==> config.mk <==
export PLATFORM = sky130hd
export DESIGN_NAME = bounded_playback_phase_generator_core
export DESIGN_NICKNAME = d
export VERILOG_FILES = /design/src/rtl/bppg_pkg.sv /design/src/rtl/bounded_playback_phase_generator_core.sv /design/src/rtl/bppg_step.sv /design/src/rtl/bppg_track.sv /design/src/rtl/bppg_phase.sv
export SDC_FILE = /design/constraint.sdc
export NUM_CORES = 2
export LEC_CHECK = 0
export ABC_AREA = 1
export BUFFER_PORTS_ARGS = -buffer_cell sky130_fd_sc_hd__buf_4
export CAP_MARGIN = 15
export CELL_PAD_IN_SITES_DETAIL_PLACEMENT = 1
export CELL_PAD_IN_SITES_GLOBAL_PLACEMENT = 2
export CORE_AREA = 2 2 555 392
export CTS_BUF_LIST = sky130_fd_sc_hd__clkbuf_4 sky130_fd_sc_hd__clkbuf_8 sky130_fd_sc_hd__clkbuf_16
export DETAILED_ROUTE_END_ITERATION = 8
export DIE_AREA = 0 0 557 394
export GPL_TIMING_DRIVEN = 1
export MAX_ROUTING_LAYER = met4
export PLACE_DENSITY_LB_ADDON = 0.1
export SETUP_SLACK_MARGIN = 0.15
export SKIP_LAST_GASP = 1
export SYNTH_ARGS = -nofsm -noshare
export SYNTH_HDL_FRONTEND = slang
export SYNTH_SLANG_ARGS = --single-unit
==> constraint.sdc <==
create_clock -name clock -period 7.28 [get_ports clock]
set_input_delay 1.456 -clock clock [delete_from_list [all_inputs] [get_ports clock]]
set_output_delay 1.456 -clock clock [all_outputs]
set_load 0.02 [all_outputs]
==> src/rtl/bppg_pkg.sv <==
`timescale 1ns / 1ps
package bppg_pkg;

   // position format
   localparam int POS_FRAC_BITS = 16;
   localparam int POS_INT_BITS  = 24;
   localparam int POS_W         = POS_INT_BITS + POS_FRAC_BITS;
   localparam int STATE_W       = POS_W + 2;
   localparam int DIFF_W        = STATE_W + 1;

   // step and varispeed
   localparam int SPEED_W     = 25;
   localparam int FACTOR_W    = 16;
   localparam int FACTOR_FRAC = 12;
   localparam int PROD_W      = SPEED_W + FACTOR_W;
   localparam int STEP_W      = PROD_W - FACTOR_FRAC;

   // phase
   localparam int SCALE_W     = 34;
   localparam int MAG_W       = 32;
   localparam int PHASE_W     = 17;
   localparam int PHASE_SHIFT = MAG_W - (PHASE_W - 1);
   localparam int MUL_W       = 2 * MAG_W;
   localparam int RATIO_W     = MUL_W - PHASE_SHIFT;
   localparam logic [PHASE_W-1:0] PHASE_ONE = {1'b1, {(PHASE_W - 1){1'b0}}};

   // channels
   localparam int OP_W       = 2;
   localparam int CSR_IDX_W  = 3;
   localparam int CSR_DATA_W = POS_W;
   localparam int RSP_BITS   = POS_W + PHASE_W + 2;
   localparam int RSP_DATA_W = ((RSP_BITS + 7) / 8) * 8;

   // operation codes
   localparam logic [OP_W-1:0] OP_TICK = OP_W'(0);
   localparam logic [OP_W-1:0] OP_PLAY = OP_W'(1);
   localparam logic [OP_W-1:0] OP_STOP = OP_W'(2);

   // register indexes
   localparam logic [CSR_IDX_W-1:0] CSR_SPEED_STEP  = CSR_IDX_W'(0);
   localparam logic [CSR_IDX_W-1:0] CSR_START_POS   = CSR_IDX_W'(1);
   localparam logic [CSR_IDX_W-1:0] CSR_MIN_POS     = CSR_IDX_W'(2);
   localparam logic [CSR_IDX_W-1:0] CSR_MAX_POS     = CSR_IDX_W'(3);
   localparam logic [CSR_IDX_W-1:0] CSR_PHASE_SCALE = CSR_IDX_W'(4);
   localparam logic [CSR_IDX_W-1:0] CSR_VARISPEED   = CSR_IDX_W'(5);

   // unity step, one sample per tick
   localparam logic signed [SPEED_W-1:0] SPEED_STEP_RESET = SPEED_W'(1 << POS_FRAC_BITS);

   typedef struct packed {
      logic signed [SPEED_W-1:0] speed_step;
      logic [POS_W-1:0]          start_pos;
      logic [POS_W-1:0]          min_pos;
      logic [POS_W-1:0]          max_pos;
      logic signed [SCALE_W-1:0] phase_scale;
      logic                      varispeed_on;
   } cfg_type;

   typedef struct packed {
      logic [OP_W-1:0]          op;
      logic signed [STEP_W-1:0] step;
   } step_item_type;

   typedef struct packed {
      logic signed [STATE_W-1:0] pos;
      logic                      active;
      logic                      done;
   } trk_item_type;

endpackage

==> src/rtl/bounded_playback_phase_generator_core.sv <==
`timescale 1ns / 1ps
// path: step input and output, tracker, phase prep and result registers
// throughput: one request per cycle unless results stall; the tracker's position
// add and range compare close the only loop; each stage owns a hand-off register
// reset: synchronous, active high; registers go to their reset values, position
// is cleared, playback is stopped and the pipeline is emptied
module bounded_playback_phase_generator_core import bppg_pkg::*; (
   input  logic                  clock,
   input  logic                  reset,
   // request channel
   input  logic                  req_tvalid,
   output logic                  req_tready,
   input  logic [FACTOR_W-1:0]   req_tdata,   // [15:0] speed_factor
   input  logic [OP_W-1:0]       req_tuser,   // [1:0] operation
   // result channel
   output logic                  rsp_tvalid,
   input  logic                  rsp_tready,
   output logic [RSP_DATA_W-1:0] rsp_tdata,   // [39:0] position, [56:40] phase,
                                              // [57] active, [58] done_res, rest zero
   // register write channel
   input  logic                  csr_valid,
   output logic                  csr_ready,
   input  logic [CSR_IDX_W-1:0]  csr_index,
   input  logic [CSR_DATA_W-1:0] csr_data
);

   cfg_type            cfg_ff, cfg_in;

   logic               s_valid, s_ready;
   step_item_type      s_item;
   logic               t_valid, t_ready;
   trk_item_type       t_item;
   logic [POS_W-1:0]   rsp_position;
   logic [PHASE_W-1:0] rsp_phase;
   logic               rsp_active;
   logic               rsp_done;

   // register writes are always taken; unknown indexes are dropped
   assign csr_ready = 1'b1;

   always_comb begin
      cfg_in = cfg_ff;
      if (csr_valid) begin
         case (csr_index)
            CSR_SPEED_STEP:  cfg_in.speed_step   = csr_data[SPEED_W-1:0];
            CSR_START_POS:   cfg_in.start_pos    = csr_data[POS_W-1:0];
            CSR_MIN_POS:     cfg_in.min_pos      = csr_data[POS_W-1:0];
            CSR_MAX_POS:     cfg_in.max_pos      = csr_data[POS_W-1:0];
            CSR_PHASE_SCALE: cfg_in.phase_scale  = csr_data[SCALE_W-1:0];
            CSR_VARISPEED:   cfg_in.varispeed_on = csr_data[0];
            default:         cfg_in = cfg_ff;
         endcase
      end
   end

   always_ff @(posedge clock) begin
      if (reset) begin
         cfg_ff.speed_step   <= SPEED_STEP_RESET;
         cfg_ff.start_pos    <= '0;
         cfg_ff.min_pos      <= '0;
         cfg_ff.max_pos      <= '0;
         cfg_ff.phase_scale  <= '0;
         cfg_ff.varispeed_on <= 1'b0;
      end else begin
         cfg_ff <= cfg_in;
      end
   end

   // input register and per-tick step (fixed or varispeed)
   bppg_step u_step (
      .clock     (clock),
      .reset     (reset),
      .cfg       (cfg_ff),
      .in_valid  (req_tvalid),
      .in_ready  (req_tready),
      .in_op     (req_tuser),
      .in_factor (req_tdata),
      .out_valid (s_valid),
      .out_ready (s_ready),
      .out_item  (s_item)
   );

   // play / stop, range check and position advance
   bppg_track u_track (
      .clock     (clock),
      .reset     (reset),
      .cfg       (cfg_ff),
      .in_valid  (s_valid),
      .in_ready  (s_ready),
      .in_item   (s_item),
      .out_valid (t_valid),
      .out_ready (t_ready),
      .out_item  (t_item)
   );

   // normalised phase, two stages, last one is the result register
   bppg_phase u_phase (
      .clock        (clock),
      .reset        (reset),
      .cfg          (cfg_ff),
      .in_valid     (t_valid),
      .in_ready     (t_ready),
      .in_item      (t_item),
      .out_valid    (rsp_tvalid),
      .out_ready    (rsp_tready),
      .out_position (rsp_position),
      .out_phase    (rsp_phase),
      .out_active   (rsp_active),
      .out_done     (rsp_done)
   );

   assign rsp_tdata = {(RSP_DATA_W - RSP_BITS)'(0), rsp_done, rsp_active,
                       rsp_phase, rsp_position};

   // done only marks the first idle tick after playback
   a_done_not_active : assert property (@(posedge clock) disable iff (reset)
      rsp_tvalid |-> !(rsp_active && rsp_done))
      else $error("done and active both set");

   // an idle result carries zero position and full phase
   a_idle_result : assert property (@(posedge clock) disable iff (reset)
      (rsp_tvalid && !rsp_active) |-> (rsp_phase == PHASE_ONE && rsp_position == '0))
      else $error("idle result not in idle form");

   // phase is saturated to one
   a_phase_bound : assert property (@(posedge clock) disable iff (reset)
      rsp_tvalid |-> (rsp_phase <= PHASE_ONE))
      else $error("phase above one");

endmodule

==> src/rtl/bppg_step.sv <==
`timescale 1ns / 1ps
module bppg_step import bppg_pkg::*; (
   input  logic                       clock,
   input  logic                       reset,
   input  cfg_type                    cfg,
   input  logic                       in_valid,
   output logic                       in_ready,
   input  logic [OP_W-1:0]            in_op,
   input  logic signed [FACTOR_W-1:0] in_factor,
   output logic                       out_valid,
   input  logic                       out_ready,
   output step_item_type              out_item
);

   logic                       in_v_ff, in_v_in;
   logic [OP_W-1:0]            op_ff, op_in;
   logic signed [FACTOR_W-1:0] fac_ff, fac_in;
   logic                       out_v_ff, out_v_in;
   step_item_type              item_ff, item_in;

   logic                       out_free;
   logic signed [PROD_W-1:0]   spd_x, fac_x, prod;

   assign out_free = !out_v_ff || out_ready;
   assign in_ready = !in_v_ff || out_free;

   // varispeed product, floor by taking the upper bits
   assign spd_x = PROD_W'(cfg.speed_step);
   assign fac_x = PROD_W'(fac_ff);
   assign prod  = spd_x * fac_x;

   always_comb begin
      in_v_in  = in_ready ? in_valid : in_v_ff;
      op_in    = op_ff;
      fac_in   = fac_ff;
      if (in_ready && in_valid) begin
         op_in  = in_op;
         fac_in = in_factor;
      end
      out_v_in = out_free ? in_v_ff : out_v_ff;
      item_in  = item_ff;
      if (out_free && in_v_ff) begin
         item_in.op = op_ff;
         if (cfg.varispeed_on) begin
            item_in.step = prod[PROD_W-1:FACTOR_FRAC];
         end else begin
            item_in.step = STEP_W'(cfg.speed_step);
         end
      end
   end

   always_ff @(posedge clock) begin
      if (reset) begin
         in_v_ff  <= 1'b0;
         out_v_ff <= 1'b0;
      end else begin
         in_v_ff  <= in_v_in;
         out_v_ff <= out_v_in;
      end
      op_ff   <= op_in;
      fac_ff  <= fac_in;
      item_ff <= item_in;
   end

   assign out_valid = out_v_ff;
   assign out_item  = item_ff;

endmodule

==> src/rtl/bppg_track.sv <==
`timescale 1ns / 1ps
module bppg_track import bppg_pkg::*; (
   input  logic          clock,
   input  logic          reset,
   input  cfg_type       cfg,
   input  logic          in_valid,
   output logic          in_ready,
   input  step_item_type in_item,
   output logic          out_valid,
   input  logic          out_ready,
   output trk_item_type  out_item
);

   logic signed [STATE_W-1:0] pos_ff, pos_in;
   logic                      running_ff, running_in;
   logic                      was_active_ff, was_active_in;
   logic                      out_v_ff, out_v_in;
   trk_item_type              item_ff, item_in;

   logic                      take;
   logic                      run_sel;
   logic signed [STATE_W-1:0] pos_sel;
   logic                      in_range;

   assign in_ready = !out_v_ff || out_ready;
   assign take     = in_valid && in_ready;

   always_comb begin
      run_sel = running_ff;
      pos_sel = pos_ff;
      case (in_item.op)
         OP_PLAY: begin
            run_sel = 1'b1;
            pos_sel = STATE_W'(cfg.start_pos);
         end
         OP_STOP: begin
            run_sel = 1'b0;
         end
         default: begin
            run_sel = running_ff;
         end
      endcase
   end

   // non-negative and inside [min, max]
   assign in_range = run_sel && !pos_sel[STATE_W-1]
                     && (pos_sel[STATE_W-2:0] >= (STATE_W - 1)'(cfg.min_pos))
                     && (pos_sel[STATE_W-2:0] <= (STATE_W - 1)'(cfg.max_pos));

   always_comb begin
      pos_in        = pos_ff;
      running_in    = running_ff;
      was_active_in = was_active_ff;
      item_in       = item_ff;
      out_v_in      = in_ready ? in_valid : out_v_ff;
      if (take) begin
         running_in     = in_range;
         was_active_in  = in_range;
         pos_in         = in_range ? pos_sel + STATE_W'(in_item.step) : pos_sel;
         item_in.pos    = pos_sel;
         item_in.active = in_range;
         item_in.done   = was_active_ff && !in_range;
      end
   end

   always_ff @(posedge clock) begin
      if (reset) begin
         pos_ff        <= '0;
         running_ff    <= 1'b0;
         was_active_ff <= 1'b0;
         out_v_ff      <= 1'b0;
      end else begin
         pos_ff        <= pos_in;
         running_ff    <= running_in;
         was_active_ff <= was_active_in;
         out_v_ff      <= out_v_in;
      end
      item_ff <= item_in;
   end

   assign out_valid = out_v_ff;
   assign out_item  = item_ff;

endmodule

==> src/rtl/bppg_phase.sv <==
`timescale 1ns / 1ps
module bppg_phase import bppg_pkg::*; (
   input  logic               clock,
   input  logic               reset,
   input  cfg_type            cfg,
   input  logic               in_valid,
   output logic               in_ready,
   input  trk_item_type       in_item,
   output logic               out_valid,
   input  logic               out_ready,
   output logic [POS_W-1:0]   out_position,
   output logic [PHASE_W-1:0] out_phase,
   output logic               out_active,
   output logic               out_done
);

   typedef struct packed {
      logic [POS_W-1:0] pos;
      logic             active;
      logic             done;
      logic             zero;
      logic             big;
      logic [MAG_W-1:0] a;
      logic [MAG_W-1:0] b;
   } prep_type;

   logic               prep_v_ff, prep_v_in;
   prep_type           prep_ff, prep_in;
   logic               out_v_ff, out_v_in;
   logic [POS_W-1:0]   position_ff, position_in;
   logic [PHASE_W-1:0] phase_ff, phase_in;
   logic               active_ff, active_in;
   logic               done_ff, done_in;

   logic                     out_free;
   logic signed [DIFF_W-1:0] diff;
   logic                     d_neg, s_neg;
   logic [DIFF_W-1:0]        d_mag;
   logic [SCALE_W-1:0]       s_mag;
   logic [MUL_W-1:0]         prod;
   logic [RATIO_W-1:0]       ratio;
   logic                     over;

   assign out_free = !out_v_ff || out_ready;
   assign in_ready = !prep_v_ff || out_free;

   // offset from start and sign-magnitude split
   assign diff  = DIFF_W'(in_item.pos) - $signed(DIFF_W'(cfg.start_pos));
   assign d_neg = diff[DIFF_W-1];
   assign s_neg = cfg.phase_scale[SCALE_W-1];
   assign d_mag = d_neg ? -diff : diff;
   assign s_mag = s_neg ? -cfg.phase_scale : cfg.phase_scale;

   // second stage multiply, Q16 result with saturation
   assign prod  = MUL_W'(prep_ff.a) * MUL_W'(prep_ff.b);
   assign ratio = prod[MUL_W-1:PHASE_SHIFT];
   assign over  = ratio > RATIO_W'(PHASE_ONE);

   always_comb begin
      prep_v_in = in_ready ? in_valid : prep_v_ff;
      prep_in   = prep_ff;
      if (in_ready && in_valid) begin
         prep_in.pos    = in_item.pos[POS_W-1:0];
         prep_in.active = in_item.active;
         prep_in.done   = in_item.done;
         prep_in.zero   = (diff == '0) || (cfg.phase_scale == '0) || (d_neg != s_neg);
         prep_in.big    = (d_mag[DIFF_W-1:MAG_W] != '0) || (s_mag[SCALE_W-1:MAG_W] != '0);
         prep_in.a      = d_mag[MAG_W-1:0];
         prep_in.b      = s_mag[MAG_W-1:0];
      end
   end

   always_comb begin
      out_v_in    = out_free ? prep_v_ff : out_v_ff;
      position_in = position_ff;
      phase_in    = phase_ff;
      active_in   = active_ff;
      done_in     = done_ff;
      if (out_free && prep_v_ff) begin
         active_in   = prep_ff.active;
         done_in     = prep_ff.done;
         position_in = prep_ff.active ? prep_ff.pos : '0;
         if (!prep_ff.active || (!prep_ff.zero && (prep_ff.big || over))) begin
            phase_in = PHASE_ONE;
         end else if (prep_ff.zero) begin
            phase_in = '0;
         end else begin
            phase_in = ratio[PHASE_W-1:0];
         end
      end
   end

   always_ff @(posedge clock) begin
      if (reset) begin
         prep_v_ff <= 1'b0;
         out_v_ff  <= 1'b0;
      end else begin
         prep_v_ff <= prep_v_in;
         out_v_ff  <= out_v_in;
      end
      prep_ff     <= prep_in;
      position_ff <= position_in;
      phase_ff    <= phase_in;
      active_ff   <= active_in;
      done_ff     <= done_in;
   end

   assign out_valid    = out_v_ff;
   assign out_position = position_ff;
   assign out_phase    = phase_ff;
   assign out_active   = active_ff;
   assign out_done     = done_ff;

endmodule

# Word-level counts from Yosys, hierarchy flattened
# Cells that the tools add are included.
# word_totals
out_inout_bits,67
register_bits,488
input_bits,66
wordCells,97
# op_classes
n_mul,2
addsub,4
n_mux,7
eq_ne,8
n_reduce_logical,41
order_cmp,3
# ops
cell,count
two-way mux 42 bit,2
multiplier 32 x 32 -> 64 bit,1
greater-than comparator 48 x 17 -> 1 bit (second input constant),1
zero test 43 bit,1
two-way mux 43 bit,1
negation 43 bit,1
subtractor 42 x 41 -> 43 bit,1
adder 42 x 29 -> 42 bit,1
>= comparator 41 x 40 -> 1 bit,1
less-or-equal comparator 41 x 40 -> 1 bit,1
multiplier 25 x 16 -> 41 bit,1
zero test 34 bit,1
two-way mux 34 bit,1
negation 34 bit,1
two-way mux 29 bit,1
two-way mux 17 bit,1
AND reduction 2 bit,6
nonzero test 11 bit,1
logical AND 1 bit,10
logical OR 1 bit,10
zero test 1 bit,9
equality test 3 x 2 -> 1 bit (second input constant),2
equality test 3 bit (second input constant),2
equality test 3 x 1 -> 1 bit (second input constant),1
7 further kinds,7

# Logic depth before layout (Yosys ltp)
# depth
word_depth,8
depth_mapped,42
mapped_depth_nobuf,40

# By module
# A second synthesis with hierarchy kept.
# hier_totals
hier_cells,10913
area_unflattened_um2,80106.8
# modules_own_cells
module,cells_per_inst,instances,area_per_inst_um2,seq_area_each_um2
bppg_phase,6203,1,46355.7,5054.8
bppg_step,2151,1,16988.8,1511.4
bppg_track,1515,1,9600.5,2202.1
bounded_playback_phase_generator_core,1044,1,7161.9,3603.5

# Worst setup path before layout
# OpenSTA, ideal clock, no wires.
# synth_path
path_kind,register to register
startpoint,register u_phase.prep_ff[14] in the netlist's numbering
endpoint,"register u_phase.phase_ff[10], in the netlist u_phase.out_phase[10] (data pin)"
stages_incl_launch_ff,34
period_less_slack_ps,7197
n_path_buf,2
setup_time_ps,135
t_required_ps,7145
slack_ps,83
t_arrival_ps,7062
cell_sequence,edfxtp_1 > clkbuf_1 > nand2_1 > fa_1 > fa_1 > inv_1 > fa_1 > inv_1 > fa_1 > inv_1 > fa_1 > fa_1 > fa_1 > inv_1 > fa_1 > inv_1 > ha_1 > nand2_1 > nor2_1 > inv_2 > nor4_1 > nand2_1 > nand2_1 > nand2_1 > nand2_1 > nand2_1 > nand2_1 > nand3_1 > nor2_1 > nand4_1 > nor2_1 > nand3_2 > buf_6 > nor2_2
# synth_via
elab_chain_cells,6
# synth_rtl
item,line,text
from (decl),bppg_phase.sv:28,"prep_type prep_ff, prep_in;"
from (signal assigned),bppg_phase.sv:101,prep_ff <= prep_in;
multiplier 32 x 32 -> 64 bit *,bppg_phase.sv:55,assign prod = MUL_W'(prep_ff.a) * MUL_W'(prep_ff.b);
greater-than comparator 48 x 17 -> 1 bit,bppg_phase.sv:57,assign over = ratio > RATIO_W'(PHASE_ONE);
logical OR 1 bit,bppg_phase.sv:83,if (!prep_ff.active || (!prep_ff.zero && (prep_ff.big || over))) begin
logical AND 1 bit,bppg_phase.sv:83,
logical OR 1 bit,bppg_phase.sv:83,
OR reduction 2 bit (no line),-,
to (signal assigned),bppg_phase.sv:103,phase_ff <= phase_in;
to (decl),bppg_phase.sv:31,"logic [PHASE_W-1:0] phase_ff, phase_in;"
# Every way passes the cells marked *; elsewhere a longest branch is shown, timed or not.
# A chain may end at the register's enable or synchronous reset.

# Worst setup path in the final report
# layout_path
startpoint,register u_phase.prep_ff[54] in the netlist's numbering
endpoint,"register u_phase.phase_ff[9], in the netlist u_phase.out_phase[9] (data pin)"
# The elaborated chain is that of the path after synthesis.

==> reports/metrics.yaml <==
worstSetupPathType: "reg2reg"
syn_to_final_growth_pct: 17.1
synth_cell_types: 56
grt_pass1_wl_um: 467000
h-tree-depth: 2
status: "finished, violations left"
netlist_area_um2: 76700
synth_commonest_cells: "nand2_1 (2616), inv_1 (2592), fa_1 (1284), ha_1 (521), nor2_1 (497)"
cp-end-kind: "flip-flop"
synth-edff-count: 260
cp_slowest_stage_delay_ns: 0.64
drc: 0
fp-row-count: 143
path_clk_slew_ns: 0.07
num-nets-final: 12300
start_util_pct: 35.7
start_kind: "flip-flop"
holdCritPathClass: "reg2reg"
die_area_um2: 219000
crit_family: "adder cells"
yosysTopAreaCellShare_pct: 33.5
gr-total-overflow: 0
yosysTopAreaCell: "fa_1"
numClockSinks: 488
yosysWarningCount: 0
synth.most_common_cell: "nand2_1"
async_reset_ff_share_pct: 0
tightest_slew_ns: 1.24
num_vias: 66600
die_w_um: 557
coreArea_um2: 215000
placed_area_um2: 84900
cts.path.max_buffers: 3
ys_seq_area_share_pct: 16.1
ant_nets: 0
grt_max_degree: 109
design_area_um2: 89700
grt_pass1_vias: 69700
violations: "setup timing"
rsz0062_at_grt: "yes"
antenna_found_initial: 21
slew_headroom_pct: 17.3
hold_viol: 0
ys_seq_elements: 488
place_inst: 13200
cpMaxStageDelayCell: "fa_2"
netlist_instances: 9982
gr-usage-all-layers_pct: 29.5
numPortBuffers: 126
first_pass_iters: 6
cp.arrival_ns: 8.74
place.gp.congestion: 0.923
fin_worst_skew_ns: 0.0744
cp_max_fo: 8
crit_buf_inv: 10
post_drt_wl_per_cell_um: 23.3
wl_um: 313000
report.final.slew_viol_count: 0
fin_cells: 13400
nFillCells: 26100
tns_ns: -14.86
cp_data_required_time_ns: 7.84
drive_gt1_share_pct: 13.2
drtIter0Drc: 5271
pin_count: 133
dpl_worst_slack_ns: -1.42
viasPerCell: 4.96
finalCritPeriodShare_pct: 112
hold_buffers: 0
ys_top_cells_by_area: "fa_1 (34%), nand2_1 (13%), inv_1 (13%)"
cp_common_cell: "fa_1"
min_period_ns: 8.18
cap_violations: 0
cts-root-buf: "clkbuf_16"
clock.fmax_mhz: 122
avgSynthCellArea_um2: 7.68
dpl.hpwl_um: 266000
ys.flop_type: "edfxtp_1"
finalSetupViolCount: 17
cts_tree: "built"
die_h_um: 394
cts_buffers: 53
layout_setup_ws_ns: -0.902
insertion_delay_ns: 0.72
==> registers in the layout, indices dropped and copies added, names as in the netlist <==
name                  cells
u_track.out_item         44
u_phase.out_active        1
u_track.pos_ff           42
u_step.in_v_ff            1
cfg_ff                  180
u_phase.prep_v_ff         1
u_phase.out_position     40
u_phase.prep_ff         108
u_track.out_valid         1
u_phase.out_phase        17
u_phase.out_valid         1
u_step.op_ff              2
u_step.fac_ff            16
u_phase.out_done          1
u_track.running_ff        1
u_step.out_valid          1
u_step.out_item          31
==> metrics by stage <==
stage	hold slack, ns	utilization, %
floorplan	0.400	-
global placement	0.402	39.5
detailed placement	0.406	39.5
CTS	0.421	41.1
global route	0.441	41.8
finish	0.422	41.8
==> worst reg2reg max path: cells and delay by family, from the launching register on <==
| kind | cells | cell delay (ns) |
|---|---|---|
| buffers and inverters | 10 | 0.96 |
| DFF | 1 | 0.42 |
| and+or+nand+nor | 15 | 2.03 |
| adders and majority gates | 9 | 4.63 |
==> area by class of cell <==
| type | instances | area, um2 | share of cell area [%] |
|---|---|---|---|
| diodes | 4 | 10.0 | 0.0112 |
| clock buffers | 64 | 1460 | 1.63 |
| clock inverters | 36 | 363 | 0.404 |
| inverters | 2615 | 9830 | 11.0 |
| multi-input cells | 6489 | 54500 | 60.7 |
| flip-flops and latches | 488 | 12400 | 13.8 |
| well taps | 2900 | 3630 | 4.04 |
| repair buffers | 828 | 7560 | 8.43 |
==> layer usage <==
layer	up-vias	share of wire, %	global-route usage, %
met3	132	6.6	3.80
met4	0	0.98	2.73
met5	-	0	-
met2	1721	38	38.0
met1	34300	54	48.9
li1	30400	-	-
==> final timing paths <==
path | start | to | slack, ns | cells past startpoint
min | u_track.out_item[0] | u_phase.prep_ff[66] | 0.42 | 0
min reg2reg | u_track.out_item[0] | u_phase.prep_ff[66] | 0.42 | 0
max | u_phase.prep_ff[54] | u_phase.out_phase[9] | -0.90 | 34
max reg2reg | u_phase.prep_ff[54] | u_phase.out_phase[9] | -0.90 | 34
==> layout by cell type, fill, tap and decap left out, drive strengths merged, types with 18 or more instances in the layout <==
cell type	n
nand2	2641
inv	2614
fa	1284
buf	819
ha	521
nor2	518
a21oi	430
o21ai	405
edfxtp	260
dfxtp	228
nand3	203
xor2	83
nand4	72
clkbuf	72
xnor2	57
nor3	54
a31oi	33
clkinv	31
or2	26
o211ai	25
o21a	24
nor4	20
nand3b	18
==> logic make-up after synthesis <==
family                   share of synthesized area (%)
AND/OR/NAND/NOR                                   18.6
buffers and inverters                             14.8
adder cells (fa/ha/maj)                           42.0
AO/OA/AOI/OAI                                     6.84
flip-flops                                        16.1
XOR/XNOR                                          1.60
other                                          0.00980
==> what timing repair did <==
action                                  CTS  global route
gates cloned                              3             8
endpoints found under the setup margin   17            17
buffers inserted                         45            48
resized for setup                       298           286
pin swaps                                79           151
Power is left out: the tool's default activity adds up to more than one toggle a clock period on the data nets, which glitch-free logic cannot reach.
